<file path="src/design/kphd_pkg.sv">
package kphd_pkg;

    localparam int ROW_COUNT_DEFAULT    = 4;
    localparam int COLUMN_COUNT_DEFAULT = 4;

    localparam int KEY_BITS      = 16;
    localparam int KEY_INDEX_W   = 4;
    localparam int TIME_W        = 32;
    localparam int THRESHOLD_W   = 16;

    localparam logic [THRESHOLD_W-1:0] THRESHOLD_RESET = 16'd1000;

    // Number of scanned keys, capped at the width of the key field.
    function automatic int key_total(input int rows, input int cols);
        int n;
        n = rows * cols;
        if (n > KEY_BITS)
        begin
            n = KEY_BITS;
        end
        return n;
    endfunction

endpackage

</file>
<file path="src/design/kphd_if.sv">
interface kphd_frame_if;
    logic                              valid;
    logic                              ready;
    logic [kphd_pkg::KEY_BITS-1:0]     key_down_bits;
    logic [kphd_pkg::TIME_W-1:0]       now_ms;

    modport source (output valid, output key_down_bits, output now_ms, input ready);
    modport sink   (input valid, input key_down_bits, input now_ms, output ready);
endinterface

interface kphd_result_if;
    logic                              valid;
    logic                              ready;
    logic                              pressed;
    logic                              held;
    logic [kphd_pkg::KEY_INDEX_W-1:0]  last_key;

    modport source (output valid, output pressed, output held, output last_key, input ready);
    modport sink   (input valid, input pressed, input held, input last_key, output ready);
endinterface

interface kphd_cfg_if;
    logic                              valid;
    logic                              ready;
    logic [kphd_pkg::THRESHOLD_W-1:0]  hold_threshold_ms;

    modport source (output valid, output hold_threshold_ms, input ready);
    modport sink   (input valid, input hold_threshold_ms, output ready);
endinterface

</file>
<file path="src/design/keypad_press_hold_detector.sv">
// Keypad press/hold detector. Each frame beat carries the down state of every
// key (bit column*ROW_COUNT+row) and a millisecond timestamp; each frame gives
// exactly one result beat, in order. A result flags the first released key in
// scan order as held when now_ms minus the shared press time (32-bit, wrapping)
// reaches hold_threshold_ms, else as pressed; a key going down earlier in scan
// order than that release restarts the press time first. last_key is the
// highest-numbered down key, kept from earlier frames when none is down. Bits
// at or above min(ROW_COUNT*COLUMN_COUNT, 16) are ignored. The block takes one
// frame per cycle while the result channel is ready; a frame passes an input
// register and then a result register, and the only limit is the result
// channel's ready. The threshold register resets to 1000 ms; the user must
// write it only with the block idle, which the block itself does not enforce;
// its port is always ready.
module keypad_press_hold_detector #(
    parameter int ROW_COUNT    = kphd_pkg::ROW_COUNT_DEFAULT,
    parameter int COLUMN_COUNT = kphd_pkg::COLUMN_COUNT_DEFAULT
) (
    input  logic                 clk,
    input  logic                 rst_n,
    kphd_frame_if.sink           frame,
    kphd_result_if.source        result,
    kphd_cfg_if.sink             cfg
);

    localparam int KEY_TOTAL = kphd_pkg::key_total(ROW_COUNT, COLUMN_COUNT);
    localparam logic [kphd_pkg::KEY_BITS-1:0] KEY_MASK =
        kphd_pkg::KEY_BITS'((33'd1 << KEY_TOTAL) - 33'd1);

    // Threshold register.
    logic [kphd_pkg::THRESHOLD_W-1:0] threshold_reg;

    // Input stage.
    logic                              s1_valid_reg;
    logic [kphd_pkg::KEY_BITS-1:0]     s1_keys_reg;
    logic [kphd_pkg::TIME_W-1:0]       s1_now_reg;

    // Scan state; last_key_reg doubles as the result's last_key field.
    logic [kphd_pkg::KEY_BITS-1:0]     prev_keys_reg;
    logic [kphd_pkg::TIME_W-1:0]       press_time_reg;
    logic [kphd_pkg::KEY_INDEX_W-1:0]  last_key_reg;

    // Result register.
    logic                              out_valid_reg;
    logic                              pressed_reg;
    logic                              held_reg;

    logic                              frame_take;
    logic                              s2_load;

    logic [kphd_pkg::KEY_BITS-1:0]     rise_keys;
    logic [kphd_pkg::KEY_BITS-1:0]     fall_keys;
    logic [kphd_pkg::KEY_BITS-1:0]     first_fall;
    logic [kphd_pkg::KEY_BITS-1:0]     before_fall;
    logic                              early_rise;
    logic                              any_fall;
    logic [kphd_pkg::TIME_W-1:0]       elapsed;
    logic                              is_held;
    logic                              any_down;
    logic [kphd_pkg::KEY_INDEX_W-1:0]  top_key;

    logic [kphd_pkg::TIME_W-1:0]       press_time_next;
    logic [kphd_pkg::KEY_INDEX_W-1:0]  last_key_next;

    // Result stage advances whenever the result register is empty or draining;
    // the input stage refills as the result stage takes its frame.
    assign s2_load    = s1_valid_reg && (!out_valid_reg || result.ready);
    assign frame.ready = !s1_valid_reg || s2_load;
    assign frame_take = frame.valid && frame.ready;
    assign cfg.ready  = 1'b1;

    always_comb
    begin
        // Rises and falls against the previous frame.
        rise_keys   = ~prev_keys_reg & s1_keys_reg;
        fall_keys   = prev_keys_reg & ~s1_keys_reg;
        // Isolate the first release in scan order; keys below it form the
        // mask of rises that still restart the press time. With no release
        // the mask covers every key.
        first_fall  = fall_keys & (~fall_keys + kphd_pkg::KEY_BITS'(1));
        before_fall = first_fall - kphd_pkg::KEY_BITS'(1);
        early_rise  = |(rise_keys & before_fall);
        any_fall    = |fall_keys;

        // An early rise sets the press time to now, so nothing has elapsed.
        elapsed     = early_rise ? '0 : (s1_now_reg - press_time_reg);
        is_held     = any_fall &&
                      (elapsed >= {{(kphd_pkg::TIME_W - kphd_pkg::THRESHOLD_W){1'b0}},
                                   threshold_reg});

        press_time_next = early_rise ? s1_now_reg : press_time_reg;
    end

    // Highest-numbered down key.
    always_comb
    begin
        any_down = 1'b0;
        top_key  = '0;
        for (int i = 0; i < KEY_TOTAL; i++)
        begin
            if (s1_keys_reg[i])
            begin
                any_down = 1'b1;
                top_key  = kphd_pkg::KEY_INDEX_W'(i);
            end
        end
        last_key_next = any_down ? top_key : last_key_reg;
    end

    always_ff @(posedge clk or negedge rst_n)
    begin
        if (!rst_n)
        begin
            threshold_reg  <= kphd_pkg::THRESHOLD_RESET;
            s1_valid_reg   <= 1'b0;
            out_valid_reg  <= 1'b0;
            prev_keys_reg  <= '0;
            press_time_reg <= '0;
            last_key_reg   <= '0;
        end
        else
        begin
            if (cfg.valid && cfg.ready)
            begin
                threshold_reg <= cfg.hold_threshold_ms;
            end

            if (frame.ready)
            begin
                s1_valid_reg <= frame.valid;
            end

            if (s2_load)
            begin
                out_valid_reg  <= 1'b1;
                prev_keys_reg  <= s1_keys_reg;
                press_time_reg <= press_time_next;
                last_key_reg   <= last_key_next;
            end
            else if (result.ready)
            begin
                out_valid_reg <= 1'b0;
            end
        end
    end

    // Payload registers: no reset needed.
    always_ff @(posedge clk)
    begin
        if (frame_take)
        begin
            s1_keys_reg <= frame.key_down_bits & KEY_MASK;
            s1_now_reg  <= frame.now_ms;
        end
        if (s2_load)
        begin
            pressed_reg <= any_fall && !is_held;
            held_reg    <= is_held;
        end
    end

    assign result.valid    = out_valid_reg;
    assign result.pressed  = pressed_reg;
    assign result.held     = held_reg;
    assign result.last_key = last_key_reg;

endmodule

</file>
<file path="src/flat_wrapper.sv">
// flat-port wrapper written by rule: the top's interface ports become plain ports
module keypad_press_hold_detector_flat 
#(
    parameter int ROW_COUNT    = kphd_pkg::ROW_COUNT_DEFAULT,
    parameter int COLUMN_COUNT = kphd_pkg::COLUMN_COUNT_DEFAULT
)
  (clk, rst_n, frame_valid, frame_key_down_bits, frame_now_ms, frame_ready, result_valid, result_pressed, result_held, result_last_key, result_ready, cfg_valid, cfg_hold_threshold_ms, cfg_ready);
  kphd_frame_if frame_i ();
  kphd_result_if result_i ();
  kphd_cfg_if cfg_i ();
  input  logic clk;
  input  logic rst_n;
  input wire logic [$bits(frame_i.valid)-1:0] frame_valid;
  input wire logic [$bits(frame_i.key_down_bits)-1:0] frame_key_down_bits;
  input wire logic [$bits(frame_i.now_ms)-1:0] frame_now_ms;
  output wire logic [$bits(frame_i.ready)-1:0] frame_ready;
  output wire logic [$bits(result_i.valid)-1:0] result_valid;
  output wire logic [$bits(result_i.pressed)-1:0] result_pressed;
  output wire logic [$bits(result_i.held)-1:0] result_held;
  output wire logic [$bits(result_i.last_key)-1:0] result_last_key;
  input wire logic [$bits(result_i.ready)-1:0] result_ready;
  input wire logic [$bits(cfg_i.valid)-1:0] cfg_valid;
  input wire logic [$bits(cfg_i.hold_threshold_ms)-1:0] cfg_hold_threshold_ms;
  output wire logic [$bits(cfg_i.ready)-1:0] cfg_ready;
  assign frame_i.valid = frame_valid;
  assign frame_i.key_down_bits = frame_key_down_bits;
  assign frame_i.now_ms = frame_now_ms;
  assign frame_ready = frame_i.ready;
  assign result_valid = result_i.valid;
  assign result_pressed = result_i.pressed;
  assign result_held = result_i.held;
  assign result_last_key = result_i.last_key;
  assign result_i.ready = result_ready;
  assign cfg_i.valid = cfg_valid;
  assign cfg_i.hold_threshold_ms = cfg_hold_threshold_ms;
  assign cfg_ready = cfg_i.ready;
  keypad_press_hold_detector #(.ROW_COUNT(ROW_COUNT), .COLUMN_COUNT(COLUMN_COUNT)) u_core (.clk(clk), .rst_n(rst_n), .frame(frame_i), .result(result_i), .cfg(cfg_i));
endmodule
</file>
<file path="config.mk">
export PLATFORM = sky130hd
export DESIGN_NAME = keypad_press_hold_detector_flat
export DESIGN_NICKNAME = d
export VERILOG_FILES = /design/src/design/kphd_pkg.sv /design/src/design/kphd_if.sv /design/src/design/keypad_press_hold_detector.sv /design/src/flat_wrapper.sv
export SDC_FILE = /design/constraint.sdc
export NUM_CORES = 1
export LEC_CHECK = 0
export CORE_MARGIN = 3
export CORE_UTILIZATION = 34
export DETAILED_ROUTE_END_ITERATION = 6
export DONT_BUFFER_PORTS = 1
export MAX_ROUTING_LAYER = met4
export REMOVE_ABC_BUFFERS = 1
export SLEW_MARGIN = 20
export SYNTH_ARGS = -nofsm -noshare
export SYNTH_HDL_FRONTEND = slang
export SYNTH_SLANG_ARGS = --single-unit
export TNS_END_PERCENT = 20
</file>
<file path="constraint.sdc">
create_clock -name clk -period 4.97 [get_ports clk]
set_input_delay 0.497 -clock clk [delete_from_list [all_inputs] [get_ports clk]]
set_output_delay 0.497 -clock clk [all_outputs]
set_load 0.02 [all_outputs]
</file>
* Word level (Yosys, flattened, before mapping)
Index checks and enable logic that the tools add are counted.
** Word-level totals
- Flip-flop bits (word level) :: 120
- Bits of input ports :: 69
- Output and inout bits :: 9
- Word-level logic and storage cells :: 69
** Operators by class
- Add/sub/neg operators :: 3
- Order comparisons :: 1
- Mux-type cells :: 34
- Bitwise operators :: 7
- Reduce and logical (&&, ||, !) cells :: 14
** Operators by type and width (count)
- bitwise AND 16 bit :: 4
- inverter 16 bit :: 3
- >= comparator 32 x 16 -> 1 bit :: 1
- 2-to-1 mux 32 bit :: 1
- 2-to-1 mux 4 bit :: 8
- OR reduction 16 bit :: 2
- subtractor 32 bit :: 1
- 2-to-1 mux 1 bit :: 19
- adder 16 x 1 -> 16 bit, second input constant :: 1
- subtractor 16 x 1 -> 16 bit, second input constant :: 1
- 2-to-1 mux 3 bit :: 4
- logical AND 1 bit :: 4
- 2-to-1 mux 2 bit :: 2
- AND reduction 2 bit :: 2
- zero test 1 bit :: 3
- logical OR 1 bit :: 2
- nonzero test 2 bit :: 1

* Logic depth before layout (Yosys ltp)
Gate-level depths: netlist of the first run.
- Depth after elaboration :: 17
- Depth in mapped cells :: 19
- Mapped depth without buffers :: 19

* Worst setup path before layout of the first run
OpenSTA, ideal clock, no wires.
- Kind :: register -> register
- Start point :: register u_core.s1_keys_reg[10] (netlist name)
- End point :: register u_core.held_reg (netlist: u_core.result.held), data pin
- Library setup time :: 0.275 ns
- Arrival :: 3.656 ns
- Required time :: 4.695 ns
- Setup slack :: 1.039 ns
- Stages on the path, launching flop included :: 17
- Path buffers :: 0
- Clock period less this slack :: 3.931 ns
- Cell sequence :: edfxtp_1 -> nor2b_4 -> maj3_2 -> maj3_2 -> maj3_2 -> a221oi_2 -> o211ai_4 -> or2_2 -> ha_1 -> nand2b_1 -> a21oi_1 -> o21ai_0 -> a41o_1 -> o31ai_1 -> a32oi_1 -> nor4_1 -> a211oi_1
** Between the ends
- Word-level cells in the longest chain between the ends :: 11
- Elaborated cells on any way between the ends :: 13
- Those cells by class :: 2 x add/sub; 1 x order compare; 1 x mux; 6 x bitwise; 3 x reduce/logical
** RTL lines
- start: declaration :: RTL line keypad_press_hold_detector.sv:34 : logic [kphd_pkg::KEY_BITS-1:0] s1_keys_reg;
- start signal: assignment :: RTL line keypad_press_hold_detector.sv:151 : s1_keys_reg <= frame.key_down_bits & KEY_MASK;
- inverter 16 bit :: RTL line keypad_press_hold_detector.sv:75 : fall_keys = prev_keys_reg & ~s1_keys_reg;
- bitwise AND 16 bit :: RTL line keypad_press_hold_detector.sv:75
- inverter 16 bit :: RTL line keypad_press_hold_detector.sv:79 : first_fall = fall_keys & (~fall_keys + kphd_pkg::KEY_BITS'(1));
- adder 16 x 1 -> 16 bit :: RTL line keypad_press_hold_detector.sv:79
- bitwise AND 16 bit :: RTL line keypad_press_hold_detector.sv:79
- subtractor 16 x 1 -> 16 bit :: RTL line keypad_press_hold_detector.sv:80 : before_fall = first_fall - kphd_pkg::KEY_BITS'(1);
- bitwise AND 16 bit :: RTL line keypad_press_hold_detector.sv:81 : early_rise = |(rise_keys & before_fall);
- OR reduction 16 bit :: RTL line keypad_press_hold_detector.sv:81
- 2-to-1 mux 32 bit :: RTL line keypad_press_hold_detector.sv:85 : elapsed = early_rise ? '0 : (s1_now_reg - press_time_reg);
- >= comparator 32 x 16 -> 1 bit :: RTL line keypad_press_hold_detector.sv:87 : (elapsed >= {{(kphd_pkg::TIME_W - kphd_pkg::THRESHOLD_W){1'b0}},
- logical AND 1 bit * :: RTL line keypad_press_hold_detector.sv:86 : is_held = any_fall &&
- named net u_core.is_held :: RTL line keypad_press_hold_detector.sv:57 : logic is_held;
- end signal: assignment :: RTL line keypad_press_hold_detector.sv:157 : held_reg <= is_held;
- end: declaration :: RTL line keypad_press_hold_detector.sv:45 : logic held_reg;
The timed path passes the listed nets; every way through them passes the cells marked *.
A chain may end at the register's enable or synchronous reset.

* Worst setup path after layout of the first run
Same ends and word-level chain as after synthesis.

==> flow_summary_export.csv, run 1 <==
group,metric,value,unit
final_layout,fin_nets,819,
worst_setup_path,cpMaxStageDelayCell,"edfxtp_1",
die,die_area,22620,µm²
die,die_w,150.4,µm
sta,skew,0.01011,ns
placement,gp_congestion,0.9099,
worst_setup_path,critPathKind,"flop to flop",
synthesis,yosysSeqAreaShare,0.4599,
grt,grt_max_degree,71,
worst_setup_path,crit_arrival,4.39,ns
run,cap_viol_max_count,0,
worst_setup_path,rrSetupSlack,0.73,ns
worst_setup_path,path_cells,"nor2b_4 -> maj3_2 -> maj3_2 -> maj3_2 -> a221oi_2 -> o211ai_4 -> or2_2 -> ha_1 -> nand2b_1 -> a21oi_1 -> o21ai_0 -> a41o_1 -> o31ai_1 -> a32oi_1 -> nor4_1 -> a211oi_1",
sta,worst_pin_slew,0.6579,ns
synthesis,syn-instance-count,704,
final_layout,layout_common_cells,"inv_1 (70), nand2_1 (68), dfrtp_1 (64), o21ai_0 (57), a21oi_1 (52)",
routing,avgViaCountPerCell,5.002,
min_path,min_path_type,"input port to flop",
final_layout,syn2layout_area_growth,11.96,%
sta,rsz0062_at_grt,"no",
power_and_ir_drop,p_per_area,520.6,nW/µm²
synthesis,synth_cell_types,62,
grt,antenna_found_initial,5,
clocking,cts_tree,"done",
placement,placed_area,7295,µm²
final_layout,drive_gt1_frac,0.1246,
routing,wl_per_cell,15.33,µm
worst_setup_path,worstPathRequired,5.12,ns
final_layout,n_fill_cell,1992,
sta,holdWs,0.1482,ns
clocking,clk_pin_slew,0.06,ns
worst_setup_path,critical_path.max_stage_delay,0.46,ns
clocking,cts_root_buffer,"clkbuf_16",
sta,relSlewSlack,0.5614,
worst_setup_path,cp-end-kind,"flop",
routing,drt_iter0_markers,208,
clocking,cts_setup_buffers,0,
synthesis,yosys_warnings,0,
synthesis,syn_avg_cell_area,10.07,µm²
synthesis,async_reset_ff_frac,0.5833,
power_and_ir_drop,cellLeakagePower,0.003367,µW
die,pin_count,78,
clocking,htree_levels,4,
run_status,status,"complete, no violations",
worst_setup_path,crit_path_start_kind,"flop",
sta,fin_crit,4.242,ns
synthesis,ys_seq_elements,120,
clocking,insertion_delay,0.42,ns
grt,grt_pass1_wl,25.07,mm
sta,setup_tns,0,ns
sta,setup_viol,0,
die,die_y,150.4,µm
synthesis,syn_area,7091,µm²
placement,port_buffers,0,
final_layout,final_area,7939,µm²
die,rows,52,
sta,hold_viol,0,
worst_setup_path,worstRegToRegCells,16,
placement,dp_hpwl,11.04,mm
routing,ant_nets,0,
die,start_util,0.3482,
grt,first_global_vias,5050,
clocking,cts_inserted_buffers,17,
worst_setup_path,crit_path_max_fanout,6,
final_layout,mostFrequentLayoutCell,"inv_1",
clocking,numClockSinks,120,
min_path,whs_path_depth,1,
routing,dr.pass1.iters,4,
worst_setup_path,crit_top_cell,"maj3_2",
sta,fin_crit_sh,0.8534,
clocking,cts_resized,0,
synthesis,synth-main-ff-cell,"dfrtp_1",
grt,grt_overflow,0,
routing,route.detailed.drc,0,
routing,totalWireLength,15.16,mm
die,coreArea,20360,µm²
clocking,cts_max_path_buffers,2,
sta,max_freq,235.8,MHz
sta,maxSlewViolCount,0,
synthesis,synth_edf_count,50,
power_and_ir_drop,ir_drop,288.0,µV
grt,grt_use_total,0.1459,
routing,vias,4947,
per-stage QoR:
step / util / instances / worst slack [ns] / power, µW
2_1_floorplan: - / 678 / 0.9700 / 2550
3_3_place_gp: 0.3582 / 951 / 0.7601 / 2860
3_5_place_dp: 0.3582 / 951 / 0.7151 / 2870
4_1_cts: 0.3892 / 984 / 0.6988 / 4164
5_1_grt: 0.3898 / 989 / 0.4799 / 4426
6_report: 0.3898 / 989 / 0.7284 / 4133
synthesized netlist by cell type, types with 3 or more instances:
library cell	instances	area (µm²)
clkbuf_1	21	78.83
dfstp_2	6	157.7
nor3_1	19	95.09
o21a_1	8	60.06
a21oi_1	52	260.3
ha_1	47	588.1
maj3_2	3	33.78
a211oi_1	5	37.54
nor4_1	7	43.79
nand4_1	11	68.82
mux2_2	8	90.09
inv_1	70	262.8
xnor2_1	12	105.1
a31oi_1	5	31.28
buf_12	3	60.06
nand3_1	14	70.07
nor2_1	42	157.7
dfrtp_1	64	1602
edfxtp_1	50	1501
nor2b_1	9	56.30
o21bai_1	7	52.55
o211ai_1	10	75.07
o22ai_1	6	37.54
nand2_1	68	255.2
xor2_1	9	78.83
a21o_1	8	60.06
mux2_4	30	450.4
nand2b_1	10	62.56
o21ai_0	57	285.3
worst max-delay path, delay by kind of cell (launching register included):
| kind | cells | cell delay [ns] |
|---|---|---|
| AO/OA/AOI/OAI | 8 | 1.41 |
| adder cells (fa/ha/maj) | 4 | 1.19 |
| AND/OR/NAND/NOR | 4 | 0.91 |
| flip-flops | 1 | 0.46 |
cell families after synthesis:
| kind of cell | synth area share |
|---|---|
| AOI/OAI and AO/OA | 0.1488 |
| DFF | 0.4599 |
| muxes | 0.07905 |
| adders and majority gates | 0.09335 |
| and+or+nand+nor | 0.1327 |
| xor gates and xnor gates | 0.02594 |
| buffers and inverters | 0.05982 |
| other | 0.0005289 |
per-layer routing:
layer  global-route usage  vias to the layer above  routed length (µm)
met2               0.2187                       95                6740
met4              0.04392                        0                 196
li1                     -                     2491                   -
met3              0.04696                       14                 868
met1               0.1895                     2347                7355
met5                    -                        -                   0
final cells by class:
type | count | area (µm²) | share of cell area
antenna | 5 | 12.51 | 0.001576
clock inverter | 11 | 147.6 | 0.01860
clock buffer | 20 | 446.7 | 0.05626
multi-input combinational | 487 | 3407 | 0.4292
sequential | 120 | 3261 | 0.4107
tap | 270 | 337.8 | 0.04255
timing repair buffer | 5 | 60.06 | 0.007565
inverter | 71 | 266.5 | 0.03357
where the power goes:
group	switching, µW	internal [µW]	total [µW]	leakage [µW]
Combinational	872	681	1550	0.00179
Clock	455	799	1250	0.000279
Sequential	112	1210	1330	0.00130
repair_timing:
action | CTS | global route
hold endpoints to repair | 70 | 0
hold buffers | 2 | 0
setup endpoints to repair | 0 | 0
path summary, 6_finish.rpt:
| check | to | start |
|---|---|---|
| setup / recovery | u_core.result.held | u_core.s1_keys_reg[10] |
| hold / removal | u_core.threshold_reg[5] | cfg_valid |
| setup reg to reg | u_core.result.held | u_core.s1_keys_reg[10] |
| hold reg to reg | u_core.result.valid | u_core.s1_valid_reg |
| max in group asynchronous | u_core.threshold_reg[9] | rst_n |
| min in group asynchronous | u_core.result.last_key[1] | rst_n |
Note: power is estimated with default switching activity, not from simulation.
==> run 2: changes to the inputs <==
clock period = 3.4 ns   (was 4.97 ns; I/O delays follow)
==> run 2 against run 1 <==
Net effect: highest routed layer unchanged; clock skew shrank 0.0037 ns; final cell count up 12%; clock power is 53% higher; critical endpoint is now u_core.result.pressed; largest power group unchanged; fmax up 7.9%; sequential share of layout area shrank 5.1 points; register-to-register slack got worse by 1.3 ns; hold slack worse by 0.13 ns; the flow now finishes with violations (setup timing).
==> flow_summary_export.csv, run 2 (synthesis gave the netlist of run 1 again) <==
group,metric,value,unit
placement,dp_slack,-0.7820,ns
clocking,insertion_delay,0.41,ns
grt,grt_use_total,0.1552,
clocking,cts_tree,"done",
sta,fin_crit_sh,1.156,
routing,ant_nets,0,
worst_setup_path,cp-end-kind,"flop",
final_layout,fin_nets,935,
final_layout,layout_common_cells,"buf_4 (80), inv_1 (70), nand2_1 (68), dfrtp_1 (64), o21ai_0 (55)",
routing,vias,5387,
clocking,clk_pin_slew,0.05,ns
power_and_ir_drop,cellLeakagePower,0.003955,µW
worst_setup_path,crit_arrival,4.10,ns
grt,grt_pass1_wl,26.93,mm
final_layout,syn2layout_area_growth,27.77,%
min_path,min_path_type,"input port to flop",
routing,dr.pass1.iters,5,
die,rows,52,
die,die_y,150.4,µm
die,die_w,150.4,µm
power_and_ir_drop,p_per_area,729.8,nW/µm²
grt,first_global_vias,5416,
clocking,cts_max_path_buffers,2,
routing,wl_met2,7.245,mm
grt,antenna_found_initial,4,
placement,gp_congestion,0.8629,
routing,avgViaCountPerCell,4.875,
routing,wl_met3,924,µm
worst_setup_path,cpMaxStageDelayCell,"edfxtp_1",
routing,drt_iter0_markers,275,
sta,maxSlewViolCount,0,
sta,fin_crit,3.931,ns
worst_setup_path,path_cells,"nor2b_4 -> maj3_2 -> maj3_2 -> maj3_2 -> a221oi_4 -> o211ai_4 -> or2_4 -> ha_4 -> nand2b_4 -> a21oi_2 -> o21ai_1 -> a41o_1 -> o31ai_2 -> a32oi_2 -> buf_4 -> nor2_2 -> and2_0 -> a31o_2",
power_and_ir_drop,p_total,6612,µW
sta,holdWs,0.02104,ns
sta,rsz0062_at_grt,"yes",
grt,grt_max_degree,71,
die,start_util,0.3482,
placement,dp_hpwl,11.71,mm
final_layout,final_area,9060,µm²
sta,setup_tns,-0.9793,ns
final_layout,mostFrequentLayoutCell,"buf_4",
worst_setup_path,cpLargestDelayFamily,"compound AO/OA/AOI/OAI gates",
run_status,violations,"setup timing",
grt,grt_overflow,0,
routing,wl_met1,7.710,mm
worst_setup_path,crit_path_start_kind,"flop",
worst_setup_path,crit_path_max_fanout,2,
die,coreArea,20360,µm²
run,cap_viol_max_count,0,
sta,relSlewSlack,0.5418,
routing,totalWireLength,16.11,mm
die,pin_count,78,
power_and_ir_drop,ir_drop,423.4,µV
placement,port_buffers,0,
sta,hold_viol,0,
worst_setup_path,critPathKind,"flop to flop",
final_layout,drive_gt1_frac,0.2142,
sta,skew,0.006367,ns
routing,route.detailed.drc,0,
worst_setup_path,worstPathRequired,3.57,ns
sta,max_freq,254.4,MHz
clocking,numClockSinks,120,
sta,setup_viol,2,
routing,wl_per_cell,14.58,µm
clocking,htree_levels,4,
worst_setup_path,critical_path.max_stage_delay,0.39,ns
placement,placed_area,7905,µm²
run_status,status,"finished, violations left",
worst_setup_path,path_buf_inv,1,
die,die_area,22620,µm²
routing,top_layer_used,"met4",
clocking,cts_root_buffer,"clkbuf_16",
sta,finalWorstSetupSlack,-0.5312,ns
sta,worst_pin_slew,0.6873,ns
clocking,cts_inserted_buffers,17,
worst_setup_path,crit_top_cell,"maj3_2",
-- run 2: changes by cell type in the layout (fill, tap and decap cells not counted), sizes merged --
cell / change
diode: -1
bufinv: +1
inv: -2
clkinvlp: -3
clkinv: +2
dlygate4sd3: +36
buf: +80
clkbuf: +3
-- run 2: area by class of cell --
type                       count  area (µm²)
antenna                        4       10.01
clock buffer                  23       488.0
clock inverter                 9       145.1
fill                        1922       11300
inverter                      71       266.5
multi-input combinational    487        3493
sequential                   120        3261
tap                          270       337.8
timing repair buffer         121        1059
-- run 2: worst reg2reg max path: cells and delay by family (launching register included) --
kind	cells	cell delay [ns]
flops	1	0.39
compound gates	8	1.28
buf+inv	1	0.16
simple gates	5	0.70
fa+ha+maj	4	1.15
-- run 2: worst paths after layout --
check | depth (start not counted) | slack [ns] | endpoint | from
max | 18 | -0.53 | u_core.result.pressed | u_core.s1_keys_reg[10]
min | 0 | 0.02 | u_core.s1_now_reg[11] | frame_now_ms[11]
max reg2reg | 18 | -0.53 | u_core.result.pressed | u_core.s1_keys_reg[10]
min reg2reg | 1 | 0.50 | u_core.result.valid | u_core.s1_valid_reg
max in group asynchronous | 2 | 2.56 | u_core.threshold_reg[8] | rst_n
min in group asynchronous | 2 | 0.44 | u_core.result.last_key[2] | rst_n
-- run 2: repair_timing --
item                                    CTS  global route
endpoints found under the setup margin    2             2
gates cloned                              0             0
buffers inserted                          0             2
resized for setup                        10             9
endpoints found under the hold margin   109             2
pin swaps                                13             8
hold buffers                             36             2
-- run 2: report_power, final --
part	internal (µW)	switching, µW
sequential	1770	155
clock	1300	619
combinational	1350	1420
total	4420	2190
-- run 2: per-layer routing --
| metal | global-route usage | vias up |
|---|---|---|
| met5 | - | - |
| met2 | 0.2308 | 135 |
| met1 | 0.2054 | 2504 |
| met4 | 0.05215 | 0 |
| met3 | 0.04244 | 18 |
| li1 | - | 2730 |
-- run 2: through the flow --
stage / utilization / std cells
2_1_floorplan: - / 678
3_3_place_gp: 0.3882 / 1029
3_5_place_dp: 0.3882 / 1029
4_1_cts: 0.4405 / 1097
5_1_grt: 0.4449 / 1105
6_report: 0.4449 / 1105
